==> config.mk <==
export PLATFORM = sky130hd
export DESIGN_NAME = yuyv_to_rgb_converter_core
export DESIGN_NICKNAME = d
export VERILOG_FILES = /design/src/rtl/yuyv2rgb_pkg.sv /design/src/rtl/yuyv_to_rgb_converter_core.sv /design/src/rtl/yuyv2rgb_cfg_regs.sv /design/src/rtl/yuyv2rgb_convert.sv
export SDC_FILE = /design/constraint.sdc
export NUM_CORES = 2
export LEC_CHECK = 0
export BUFFER_PORTS_ARGS = -buffer_cell sky130_fd_sc_hd__buf_2
export CORE_MARGIN = 3
export CORE_UTILIZATION = 50
export CTS_CLUSTER_SIZE = 20
export DETAILED_ROUTE_END_ITERATION = 8
export PLACE_DENSITY = 0.72
export SLEW_MARGIN = 20
export SYNTH_ARGS = -nofsm -noshare
export SYNTH_HDL_FRONTEND = slang
export SYNTH_SLANG_ARGS = --single-unit
==> constraint.sdc <==
create_clock -name i_clk -period 18.5 [get_ports i_clk]
set_clock_uncertainty 0.15 [all_clocks]
set_input_delay 3.7 -clock i_clk [delete_from_list [all_inputs] [get_ports i_clk]]
set_output_delay 3.7 -clock i_clk [all_outputs]
set_load 0.05 [all_outputs]
==> src/rtl/yuyv2rgb_pkg.sv <==
// Shared types, constants and arithmetic helpers for the YUYV to RGB converter.
// No dependencies; used by every module in rtl/.
package yuyv2rgb_pkg;

    localparam int PIX_W   = 8;   // byte lanes
    localparam int COEF_W  = 11;  // signed Q8 coefficients
    localparam int LUMA_W  = 10;  // Y - 16, signed
    localparam int CHROMA_W = 9;  // U/V - 128, signed
    localparam int SUM_W   = 22;  // widest channel sum plus headroom
    localparam int FRAC_W  = 8;   // Q8 fraction bits
    localparam int CFG_IDX_W = 3;

    localparam logic [LUMA_W-1:0]   LUMA_OFFSET   = LUMA_W'(16);
    localparam logic [CHROMA_W-1:0] CHROMA_OFFSET = CHROMA_W'(128);

    localparam logic signed [COEF_W-1:0] LUMA_GAIN_RST  = COEF_W'(298);
    localparam logic signed [COEF_W-1:0] U_TO_BLUE_RST  = COEF_W'(517);
    localparam logic signed [COEF_W-1:0] U_TO_GREEN_RST = -COEF_W'(97);
    localparam logic signed [COEF_W-1:0] V_TO_GREEN_RST = COEF_W'(208);
    localparam logic signed [COEF_W-1:0] V_TO_RED_RST   = COEF_W'(297);

    // Register map indexes
    typedef enum logic [CFG_IDX_W-1:0] {
        CFG_LUMA_GAIN  = 3'd0,
        CFG_U_TO_BLUE  = 3'd1,
        CFG_U_TO_GREEN = 3'd2,
        CFG_V_TO_GREEN = 3'd3,
        CFG_V_TO_RED   = 3'd4
    } t_cfg_idx;

    typedef logic signed [COEF_W-1:0] t_coef;
    typedef logic signed [SUM_W-1:0]  t_sum;

    typedef struct packed {
        t_coef luma_gain;
        t_coef u_to_blue;
        t_coef u_to_green;
        t_coef v_to_green;
        t_coef v_to_red;
    } t_coef_set;

    typedef struct packed {
        logic [PIX_W-1:0] y_first;
        logic [PIX_W-1:0] u_shared;
        logic [PIX_W-1:0] y_second;
        logic [PIX_W-1:0] v_shared;
        logic             last;
    } t_macropixel;

    typedef struct packed {
        logic [PIX_W-1:0] blue;
        logic [PIX_W-1:0] green;
        logic [PIX_W-1:0] red;
    } t_rgb;

    // coef * operand, both sign-extended to the sum width (product fits)
    function automatic t_sum mul_ext(input t_coef coef, input logic signed [LUMA_W-1:0] val);
        t_sum a;
        t_sum b;
        a = SUM_W'(coef);
        b = SUM_W'(val);
        return a * b;
    endfunction

    // floor shift by the Q8 fraction, clamp to a byte
    function automatic logic [PIX_W-1:0] sat_q8(input t_sum sum);
        logic [PIX_W-1:0] res;
        if (sum[SUM_W-1]) begin
            res = '0;
        end else if (|sum[SUM_W-2:FRAC_W+PIX_W]) begin
            res = '1;
        end else begin
            res = sum[FRAC_W+PIX_W-1:FRAC_W];
        end
        return res;
    endfunction

endpackage

==> src/rtl/yuyv_to_rgb_converter_core.sv <==
// YUYV 4:2:2 macropixel to two BGR pixels, programmable signed Q8 weights.
// Pipeline: input register, then the result register that drives the result strobe o_valid.
// Throughput: one macropixel per clock; busy is tied low, no stalls from either side.
// Reset (i_rst_n low, synchronous): coefficients return to defaults, in-flight beats dropped.
// The receiver cannot stall: every beat is shown for exactly one cycle.
// Depends on yuyv2rgb_pkg, yuyv2rgb_cfg_regs, yuyv2rgb_convert.
module yuyv_to_rgb_converter_core (
    input  logic                                i_clk,
    input  logic                                i_rst_n,
    // command side
    input  logic                                start,
    output logic                                busy,
    input  logic [yuyv2rgb_pkg::PIX_W-1:0]      i_y_first,
    input  logic [yuyv2rgb_pkg::PIX_W-1:0]      i_u_shared,
    input  logic [yuyv2rgb_pkg::PIX_W-1:0]      i_y_second,
    input  logic [yuyv2rgb_pkg::PIX_W-1:0]      i_v_shared,
    input  logic                                i_last_in,
    // configuration write port
    input  logic                                i_cfg_we,
    input  logic [yuyv2rgb_pkg::CFG_IDX_W-1:0]  i_cfg_idx,
    input  logic [yuyv2rgb_pkg::COEF_W-1:0]     i_cfg_data,
    // result side
    output logic                                o_valid,
    output logic [yuyv2rgb_pkg::PIX_W-1:0]      o_blue_first,
    output logic [yuyv2rgb_pkg::PIX_W-1:0]      o_green_first,
    output logic [yuyv2rgb_pkg::PIX_W-1:0]      o_red_first,
    output logic [yuyv2rgb_pkg::PIX_W-1:0]      o_blue_second,
    output logic [yuyv2rgb_pkg::PIX_W-1:0]      o_green_second,
    output logic [yuyv2rgb_pkg::PIX_W-1:0]      o_red_second,
    output logic                                o_last_out
);

    yuyv2rgb_pkg::t_coef_set    coefs;
    yuyv2rgb_pkg::t_rgb         first_px;
    yuyv2rgb_pkg::t_rgb         second_px;

    // input register stage
    logic                       r_in_valid;
    yuyv2rgb_pkg::t_macropixel  r_in_pix;
    yuyv2rgb_pkg::t_macropixel  n_in_pix;
    logic                       accept;

    // The pipeline never stalls, so a beat can be taken every clock.
    assign busy   = 1'b0;
    assign accept = start & ~busy;

    always_comb begin
        n_in_pix.y_first  = i_y_first;
        n_in_pix.u_shared = i_u_shared;
        n_in_pix.y_second = i_y_second;
        n_in_pix.v_shared = i_v_shared;
        n_in_pix.last     = i_last_in;
    end

    always_ff @(posedge i_clk) begin
        if (!i_rst_n) begin
            r_in_valid <= 1'b0;
        end else begin
            r_in_valid <= accept;
        end
    end

    // payload only loads on an accepted beat
    always_ff @(posedge i_clk) begin
        if (accept) begin
            r_in_pix <= n_in_pix;
        end
    end

    yuyv2rgb_cfg_regs u_cfg_regs (
        .i_clk      (i_clk),
        .i_rst_n    (i_rst_n),
        .i_cfg_we   (i_cfg_we),
        .i_cfg_idx  (i_cfg_idx),
        .i_cfg_data (i_cfg_data),
        .o_coefs    (coefs)
    );

    // multiply, sum, floor-shift and clamp, then the result register
    yuyv2rgb_convert u_convert (
        .i_clk    (i_clk),
        .i_rst_n  (i_rst_n),
        .i_valid  (r_in_valid),
        .i_pix    (r_in_pix),
        .i_coefs  (coefs),
        .o_valid  (o_valid),
        .o_first  (first_px),
        .o_second (second_px),
        .o_last   (o_last_out)
    );

    assign o_blue_first   = first_px.blue;
    assign o_green_first  = first_px.green;
    assign o_red_first    = first_px.red;
    assign o_blue_second  = second_px.blue;
    assign o_green_second = second_px.green;
    assign o_red_second   = second_px.red;

endmodule

==> src/rtl/yuyv2rgb_cfg_regs.sv <==
// Coefficient register file: five signed Q8 weights with write port.
// Depends on yuyv2rgb_pkg.
module yuyv2rgb_cfg_regs (
    input  logic                                  i_clk,
    input  logic                                  i_rst_n,
    input  logic                                  i_cfg_we,
    input  logic [yuyv2rgb_pkg::CFG_IDX_W-1:0]    i_cfg_idx,
    input  logic [yuyv2rgb_pkg::COEF_W-1:0]       i_cfg_data,
    output yuyv2rgb_pkg::t_coef_set               o_coefs
);

    yuyv2rgb_pkg::t_coef_set r_coefs;
    yuyv2rgb_pkg::t_coef_set n_coefs;

    always_comb begin
        n_coefs = r_coefs;
        if (i_cfg_we) begin
            unique case (i_cfg_idx)
                yuyv2rgb_pkg::CFG_LUMA_GAIN:  n_coefs.luma_gain  = i_cfg_data;
                yuyv2rgb_pkg::CFG_U_TO_BLUE:  n_coefs.u_to_blue  = i_cfg_data;
                yuyv2rgb_pkg::CFG_U_TO_GREEN: n_coefs.u_to_green = i_cfg_data;
                yuyv2rgb_pkg::CFG_V_TO_GREEN: n_coefs.v_to_green = i_cfg_data;
                yuyv2rgb_pkg::CFG_V_TO_RED:   n_coefs.v_to_red   = i_cfg_data;
                default: ; // unmapped index, dropped
            endcase
        end
    end

    always_ff @(posedge i_clk) begin
        if (!i_rst_n) begin
            r_coefs.luma_gain  <= yuyv2rgb_pkg::LUMA_GAIN_RST;
            r_coefs.u_to_blue  <= yuyv2rgb_pkg::U_TO_BLUE_RST;
            r_coefs.u_to_green <= yuyv2rgb_pkg::U_TO_GREEN_RST;
            r_coefs.v_to_green <= yuyv2rgb_pkg::V_TO_GREEN_RST;
            r_coefs.v_to_red   <= yuyv2rgb_pkg::V_TO_RED_RST;
        end else begin
            r_coefs <= n_coefs;
        end
    end

    assign o_coefs = r_coefs;

endmodule

==> src/rtl/yuyv2rgb_convert.sv <==
// Color math for one macropixel: products, channel sums, saturation, result register.
// Depends on yuyv2rgb_pkg.
module yuyv2rgb_convert (
    input  logic                        i_clk,
    input  logic                        i_rst_n,
    input  logic                        i_valid,
    input  yuyv2rgb_pkg::t_macropixel   i_pix,
    input  yuyv2rgb_pkg::t_coef_set     i_coefs,
    output logic                        o_valid,
    output yuyv2rgb_pkg::t_rgb          o_first,
    output yuyv2rgb_pkg::t_rgb          o_second,
    output logic                        o_last
);

    localparam int LW = yuyv2rgb_pkg::LUMA_W;
    localparam int CW = yuyv2rgb_pkg::CHROMA_W;

    logic signed [LW-1:0] y0;
    logic signed [LW-1:0] y1;
    logic signed [CW-1:0] u;
    logic signed [CW-1:0] v;

    yuyv2rgb_pkg::t_sum l0, l1, cb, cg, cr;
    yuyv2rgb_pkg::t_rgb n_first, n_second;

    logic                r_valid;
    yuyv2rgb_pkg::t_rgb  r_first, r_second;
    logic                r_last;

    always_comb begin
        y0 = signed'(LW'(i_pix.y_first)  - yuyv2rgb_pkg::LUMA_OFFSET);
        y1 = signed'(LW'(i_pix.y_second) - yuyv2rgb_pkg::LUMA_OFFSET);
        u  = signed'(CW'(i_pix.u_shared) - yuyv2rgb_pkg::CHROMA_OFFSET);
        v  = signed'(CW'(i_pix.v_shared) - yuyv2rgb_pkg::CHROMA_OFFSET);

        // chroma terms are shared by both pixels
        l0 = yuyv2rgb_pkg::mul_ext(i_coefs.luma_gain, y0);
        l1 = yuyv2rgb_pkg::mul_ext(i_coefs.luma_gain, y1);
        cb = yuyv2rgb_pkg::mul_ext(i_coefs.u_to_blue, LW'(u));
        cr = yuyv2rgb_pkg::mul_ext(i_coefs.v_to_red, LW'(v));
        cg = yuyv2rgb_pkg::mul_ext(i_coefs.u_to_green, LW'(u))
           + yuyv2rgb_pkg::mul_ext(i_coefs.v_to_green, LW'(v));

        n_first.blue   = yuyv2rgb_pkg::sat_q8(l0 + cb);
        n_first.green  = yuyv2rgb_pkg::sat_q8(l0 + cg);
        n_first.red    = yuyv2rgb_pkg::sat_q8(l0 + cr);
        n_second.blue  = yuyv2rgb_pkg::sat_q8(l1 + cb);
        n_second.green = yuyv2rgb_pkg::sat_q8(l1 + cg);
        n_second.red   = yuyv2rgb_pkg::sat_q8(l1 + cr);
    end

    always_ff @(posedge i_clk) begin
        if (!i_rst_n) begin
            r_valid <= 1'b0;
        end else begin
            r_valid <= i_valid;
        end
    end

    always_ff @(posedge i_clk) begin
        if (i_valid) begin
            r_first  <= n_first;
            r_second <= n_second;
            r_last   <= i_pix.last;
        end
    end

    assign o_valid  = r_valid;
    assign o_first  = r_first;
    assign o_second = r_second;
    assign o_last   = r_last;

endmodule

## Word level (Yosys, flattened, before mapping)

Cells that the tools add are included.

| cells by class | value |
|---|---|
| equality and inequality tests | 4 |
| reduce and logical (&&, ||, !) cells | 12 |
| mux-type cells | 6 |
| $add $sub $neg | 11 |
| multiply operators | 6 |

Operators with widths:

| operator | count |
|---|---|
| 22-bit adder | 7 |
| 11-bit by 9-bit multiplier with 20-bit output | 6 |
| 8-bit two-way mux | 6 |
| 5-bit OR reduction | 6 |
| 8-bit by 5-bit subtractor with 9-bit output (second input constant) | 2 |
| 8-bit by 8-bit subtractor with 9-bit output (second input constant) | 2 |
| 2-bit AND reduction | 5 |
| 3-bit by 2-bit equality test with 1-bit output (second input constant) | 2 |
| 3-bit by 1-bit equality test with 1-bit output (second input constant) | 1 |
| 3-bit equality test (second input constant) | 1 |
| 3-bit logical NOT | 1 |

| storage, ports and cells | value |
|---|---|
| output and inout port bits | 51 |
| bits of input ports | 51 |
| flip-flop bits (word level) | 139 |
| word-level logic and storage cells | 58 |

## Logic depth before layout (Yosys ltp)

| depth | value |
|---|---|
| depth after elaboration | 6 |
| mapped depth | 38 |
| mapped depth without buffers | 37 |

## Modules after synthesis

Synthesis repeated with hierarchy kept, for this count alone.

| unflattened totals | value |
|---|---|
| cells, all modules | 3331 |
| area total of the unflattened synthesis | 31142.4 µm² |

By module, submodules not included:

| module | area each (µm²) | sequential area each (µm²) | cells an instance | times used |
|---|---|---|---|---|
| yuyv2rgb_convert | 27946.8 | 1491.4 | 3085 | 1 |
| yuyv2rgb_cfg_regs | 2167.1 | 1101.1 | 209 | 1 |
| yuyv_to_rgb_converter_core | 1028.5 | 1011.0 | 37 | 1 |

## Least setup slack after synthesis

Ideal clock, no wire load.

| timing | value |
|---|---|
| path kind | reg-to-reg |
| start point | reg r_in_pix[24] in the netlist's numbering |
| end point | reg u_convert.r_first, in the netlist u_convert.o_first[10], data pin |
| setup slack | 10.319 ns |
| library setup time | 0.255 ns |
| required time | 18.095 ns |
| arrival | 7.777 ns |
| clock period less this slack | 8.181 ns |
| buffers on the path | 1 |
| stages on the path, launching flop included | 37 |
| path through | edfxtp_1 clkbuf_1 or2_2 fa_1 fa_1 inv_1 fa_1 fa_1 inv_1 fa_1 inv_1 ha_1 inv_1 o21ai_0 a21oi_1 o21a_1 inv_1 a21oi_1 xnor2_1 ha_1 a21oi_1 nand2_1 nand2_1 a31oi_1 a21o_1 a21oi_1 xnor2_1 ha_1 nand2_1 nor2_1 a221oi_1 nor2b_1 a311o_1 o31ai_1 mux2i_1 o211ai_1 o21a_1 |

| between the ends | value |
|---|---|
| cells in the longest elaborated chain, start to end | 6 |

Ends and longest elaborated chain:

| element | line | text |
|---|---|---|
| start: declaration | yuyv_to_rgb_converter_core.sv:39 | `yuyv2rgb_pkg::t_macropixel r_in_pix;` |
| start signal: assignment | yuyv_to_rgb_converter_core.sv:66 | `r_in_pix <= n_in_pix;` |
| 8-bit by 8-bit subtractor with 9-bit output * | yuyv2rgb_convert.sv:33 | `u = signed'(CW'(i_pix.u_shared) - yuyv2rgb_pkg::CHROMA_OFFSET);` |
| 11-bit by 9-bit multiplier with 20-bit output * | yuyv2rgb_pkg.sv:62 | `return a * b;` |
| 22-bit adder * | yuyv2rgb_convert.sv:42 | `+ yuyv2rgb_pkg::mul_ext(i_coefs.v_to_green, LW'(v));` |
| 22-bit adder * | yuyv2rgb_convert.sv:45 | `n_first.green = yuyv2rgb_pkg::sat_q8(l0 + cg);` |
| 5-bit OR reduction | yuyv2rgb_pkg.sv:70 | `end else if (\|sum[SUM_W-2:FRAC_W+PIX_W]) begin` |
| 8-bit two-way mux | yuyv2rgb_pkg.sv:70 |  |
| end signal: assignment | yuyv2rgb_convert.sv:62 | `r_first <= n_first;` |
| end: declaration | yuyv2rgb_convert.sv:27 | `yuyv2rgb_pkg::t_rgb r_first, r_second;` |

Mark *: on every way between the ends. The rest lies on a longest branch, timed or not.
A chain may end at the register's enable or synchronous reset.

## Final worst setup path

| timing | value |
|---|---|
| start point | reg r_in_pix[17] in the netlist's numbering |
| end point | reg u_convert.r_first, in the netlist u_convert.o_first[10], data pin |

The elaborated chain is that of the path after synthesis.

==> results.cfg <==
[die]
die_y_um = 256
starting_density_of_the_core_pct = 50.6
core_region_area_mm2 = 0.0618
ioPinCount = 102
rows = 91
floorplan.die.width_um = 256
design.die.area_mm2 = 0.0656

[global_route]
global_route.overflow_total = 0
groute.usage.overall_pct = 24.7
grt_pass1_wl_mm = 129
grt.met1_usage_pct = 34.1
number_of_antenna_violations_at_the_first_check_in_global_routing = 0
globalRouteMet2Util_pct = 39.9
grt_use_met3_pct = 4.34
largest_net_degree_at_the_start_of_global_routing = 58
peak_usage_layer_in_the_global_routing_report = met2
first_global_vias = 23919

[cells_and_area]
finalNetCount = 4396
layout.cells.most_common = sky130_fd_sc_hd__inv_1
share_of_cells_above_drive_strength_1_pct = 6.01
area_growth_syn_to_layout_pct = 5.67
final_cell_mix = sky130_fd_sc_hd__inv_1 (577), sky130_fd_sc_hd__fa_1 (509), sky130_fd_sc_hd__nand2_1 (426)

[sta]
final_setup_tns_ps = 0
finalSetupViolations = 0
finalWorstPathRequiredPeriod_ps = 9230
fin_crit_sh_pct = 49.9
clock.fmax_ghz = 0.108
timing.max_slew.rel_slack_pct = 27.5
timing_worst_slew_pin_value_ps = 1090
unrepaired_setup_endpoints_after_global_routing = false
final_max_slew_viol_count = 0
finalHoldViolCount = 0

[cts]
tritoncts = done
cts_hold_repair_buffers = 0
numClockSinks = 139
postCtsSetupBuffers = 0
clock_latency_late_sink_ps = 500
path_clk_slew_ps = 70
cts_max_path_buffers = 2
post_cts_resize_count = 0
cts_made_buffers = 17
clock_tree.root_cell = sky130_fd_sc_hd__clkbuf_16
clock_tree.htree_level_count = 4

[synth]
synthesis.yosys.warnings = 0
synthesized_area_fraction_occupied_by_and_or_nand_nor_cells_pct = 17.3
synth_top_cell_area_share_pct = 32.6
synth_adder_area_share_pct = 48.0
yosys_most_used_dff = sky130_fd_sc_hd__edfxtp_1
synth.mux.area_fraction_pct = 0.200
netlist_area_mm2 = 0.0313
synth_area_leaders = sky130_fd_sc_hd__fa_1 (33%), sky130_fd_sc_hd__ha_1 (15%), sky130_fd_sc_hd__edfxtp_1 (7.9%), sky130_fd_sc_hd__inv_1 (6.9%), sky130_fd_sc_hd__nand2_1 (5.1%)
syn-num-nets = 4388
synth_cells = 3442
yosys_register_bits = 139
synth.lib_cells_used.distinct = 81
postSynthAreaPerCell_um2 = 9.09
synth_compound_area_share_pct = 9.32
synth_sequential_area_ratio_pct = 11.5
synth-edff-count = 82
synth.largest_area_cell = sky130_fd_sc_hd__fa_1
asyncSetResetFlopFracSynth_pct = 0
yosys.area_share.xor_xnor_pct = 5.07
synth_top_family_by_area = adder cells

[drt]
via_per_inst = 5.45
drc = 0
first_iter_violations = 1683
drtAntennaViolNets = 0
detailedRoute.firstPassIterationCount = 7
totalWireLength_mm = 78.8
detailroute.via_count = 23439
routed_wire_length_per_instance_um = 18.3

[setup_path]
cp_top_family = adder cells
worstPathRequired_ps = 18610
worstPathArrival_ps = 9340
setup.worst_path.end_class = register
crit_type = register to register
cp_num_buf_inv = 3
critical-path-max-stage-delay_ps = 890
cp-start-kind = register
timing.critical_path.slowest_stage_cell = sky130_fd_sc_hd__edfxtp_1
crit_path_max_fanout = 23

[place]
gp_congestion = 0.894
hpwlAfterDp_mm = 64.7
portBuffers = 100

[run_status]
outcome = complete, no violations

[job]
maxCapViolCount = 0

[worst_hold_path]
worst_hold_path_class = register to register
## cell usage after synthesis (7+ instances only)
library cell / n
sky130_fd_sc_hd__a21o_1: 26
sky130_fd_sc_hd__o21ai_0: 61
sky130_fd_sc_hd__o211ai_1: 14
sky130_fd_sc_hd__o31a_1: 14
sky130_fd_sc_hd__and2_1: 203
sky130_fd_sc_hd__a21oi_1: 87
sky130_fd_sc_hd__nand3_1: 56
sky130_fd_sc_hd__or3_1: 9
sky130_fd_sc_hd__o21a_1: 28
sky130_fd_sc_hd__o22ai_1: 8
sky130_fd_sc_hd__or2_2: 35
sky130_fd_sc_hd__nor2_1: 113
sky130_fd_sc_hd__nand2_1: 426
sky130_fd_sc_hd__and3_1: 19
sky130_fd_sc_hd__xnor2_1: 130
sky130_fd_sc_hd__a41oi_1: 9
sky130_fd_sc_hd__a211oi_1: 12
sky130_fd_sc_hd__a31oi_1: 19
sky130_fd_sc_hd__nand2b_1: 67
sky130_fd_sc_hd__fa_1: 509
sky130_fd_sc_hd__xor2_1: 46
sky130_fd_sc_hd__clkbuf_1: 132
sky130_fd_sc_hd__dfxtp_1: 57
sky130_fd_sc_hd__edfxtp_1: 82
sky130_fd_sc_hd__nor2b_1: 83
sky130_fd_sc_hd__o21bai_1: 9
sky130_fd_sc_hd__nor3_1: 51
sky130_fd_sc_hd__ha_1: 386
sky130_fd_sc_hd__o311ai_0: 7
sky130_fd_sc_hd__o2111ai_1: 8
sky130_fd_sc_hd__inv_1: 577
sky130_fd_sc_hd__a21boi_0: 41
## cell type report
class / instances / area [um^2]
Antenna cell: 1 / 2.50
Clock buffer: 20 / 437
Clock inverter: 12 / 116
Fill cell: 5628 / 28800
Inverter: 577 / 2170
Multi-Input combinational cell: 2590 / 25000
Sequential cell: 139 / 3600
Tap cell: 837 / 1050
Timing Repair Buffer: 125 / 688
## stage by stage
stage               utilization, %  hold slack (ps)  worst slack (ps)  std cells  area [um^2]
CTS                           53.5              273              9340       4300        33100
detailed placement            52.6              256              9390       4268        32500
global route                  53.5              308              8650       4300        33100
global placement              52.6              253              9610       4268        32500
finish                        53.5              275              9270       4301        33100
floorplan                        -              250             10320       3442        31300
## worst paths after layout
kind	start	end	slack [ps]	depth (start not counted)
setup reg to reg	r_in_pix[17]$_DFFE_PP_	u_convert.o_first[10]$_SDFFCE_PP0P_	9270	33
hold reg to reg	r_in_pix[0]$_DFFE_PP_	u_convert.o_last$_DFFE_PP_	280	0
setup / recovery	r_in_pix[17]$_DFFE_PP_	u_convert.o_first[10]$_SDFFCE_PP0P_	9270	33
hold / removal	r_in_pix[0]$_DFFE_PP_	u_convert.o_last$_DFFE_PP_	280	0
## layer usage
layer  routed length, um  vias up  part of all wire [%]
li1                    -    11024                     -
met1               34900    11631                    44
met2               36700      682                    47
met3                4910      102                   6.2
met4                2280        0                   2.9
met5                   0        -                     0
## state kept, by name, indices dropped and copies added, names as in the netlist
name                flops
u_cfg_regs.o_coefs     55
r_in_pix               33
u_convert.o_first      24
u_convert.o_second     24
r_in_valid              1
u_convert.o_last        1
u_convert.o_valid       1
## cells by family after synthesis
family / after synthesis
AOI/OAI and AO/OA: 414
xor gates and xnor gates: 178
adders and majority gates: 895
buffers and inverters: 713
DFF: 139
muxes: 6
other: 1
and+or+nand+nor: 1096
Power is left out: the tool's default activity adds up to more than one toggle a clock period on the data nets, which glitch-free logic cannot reach.
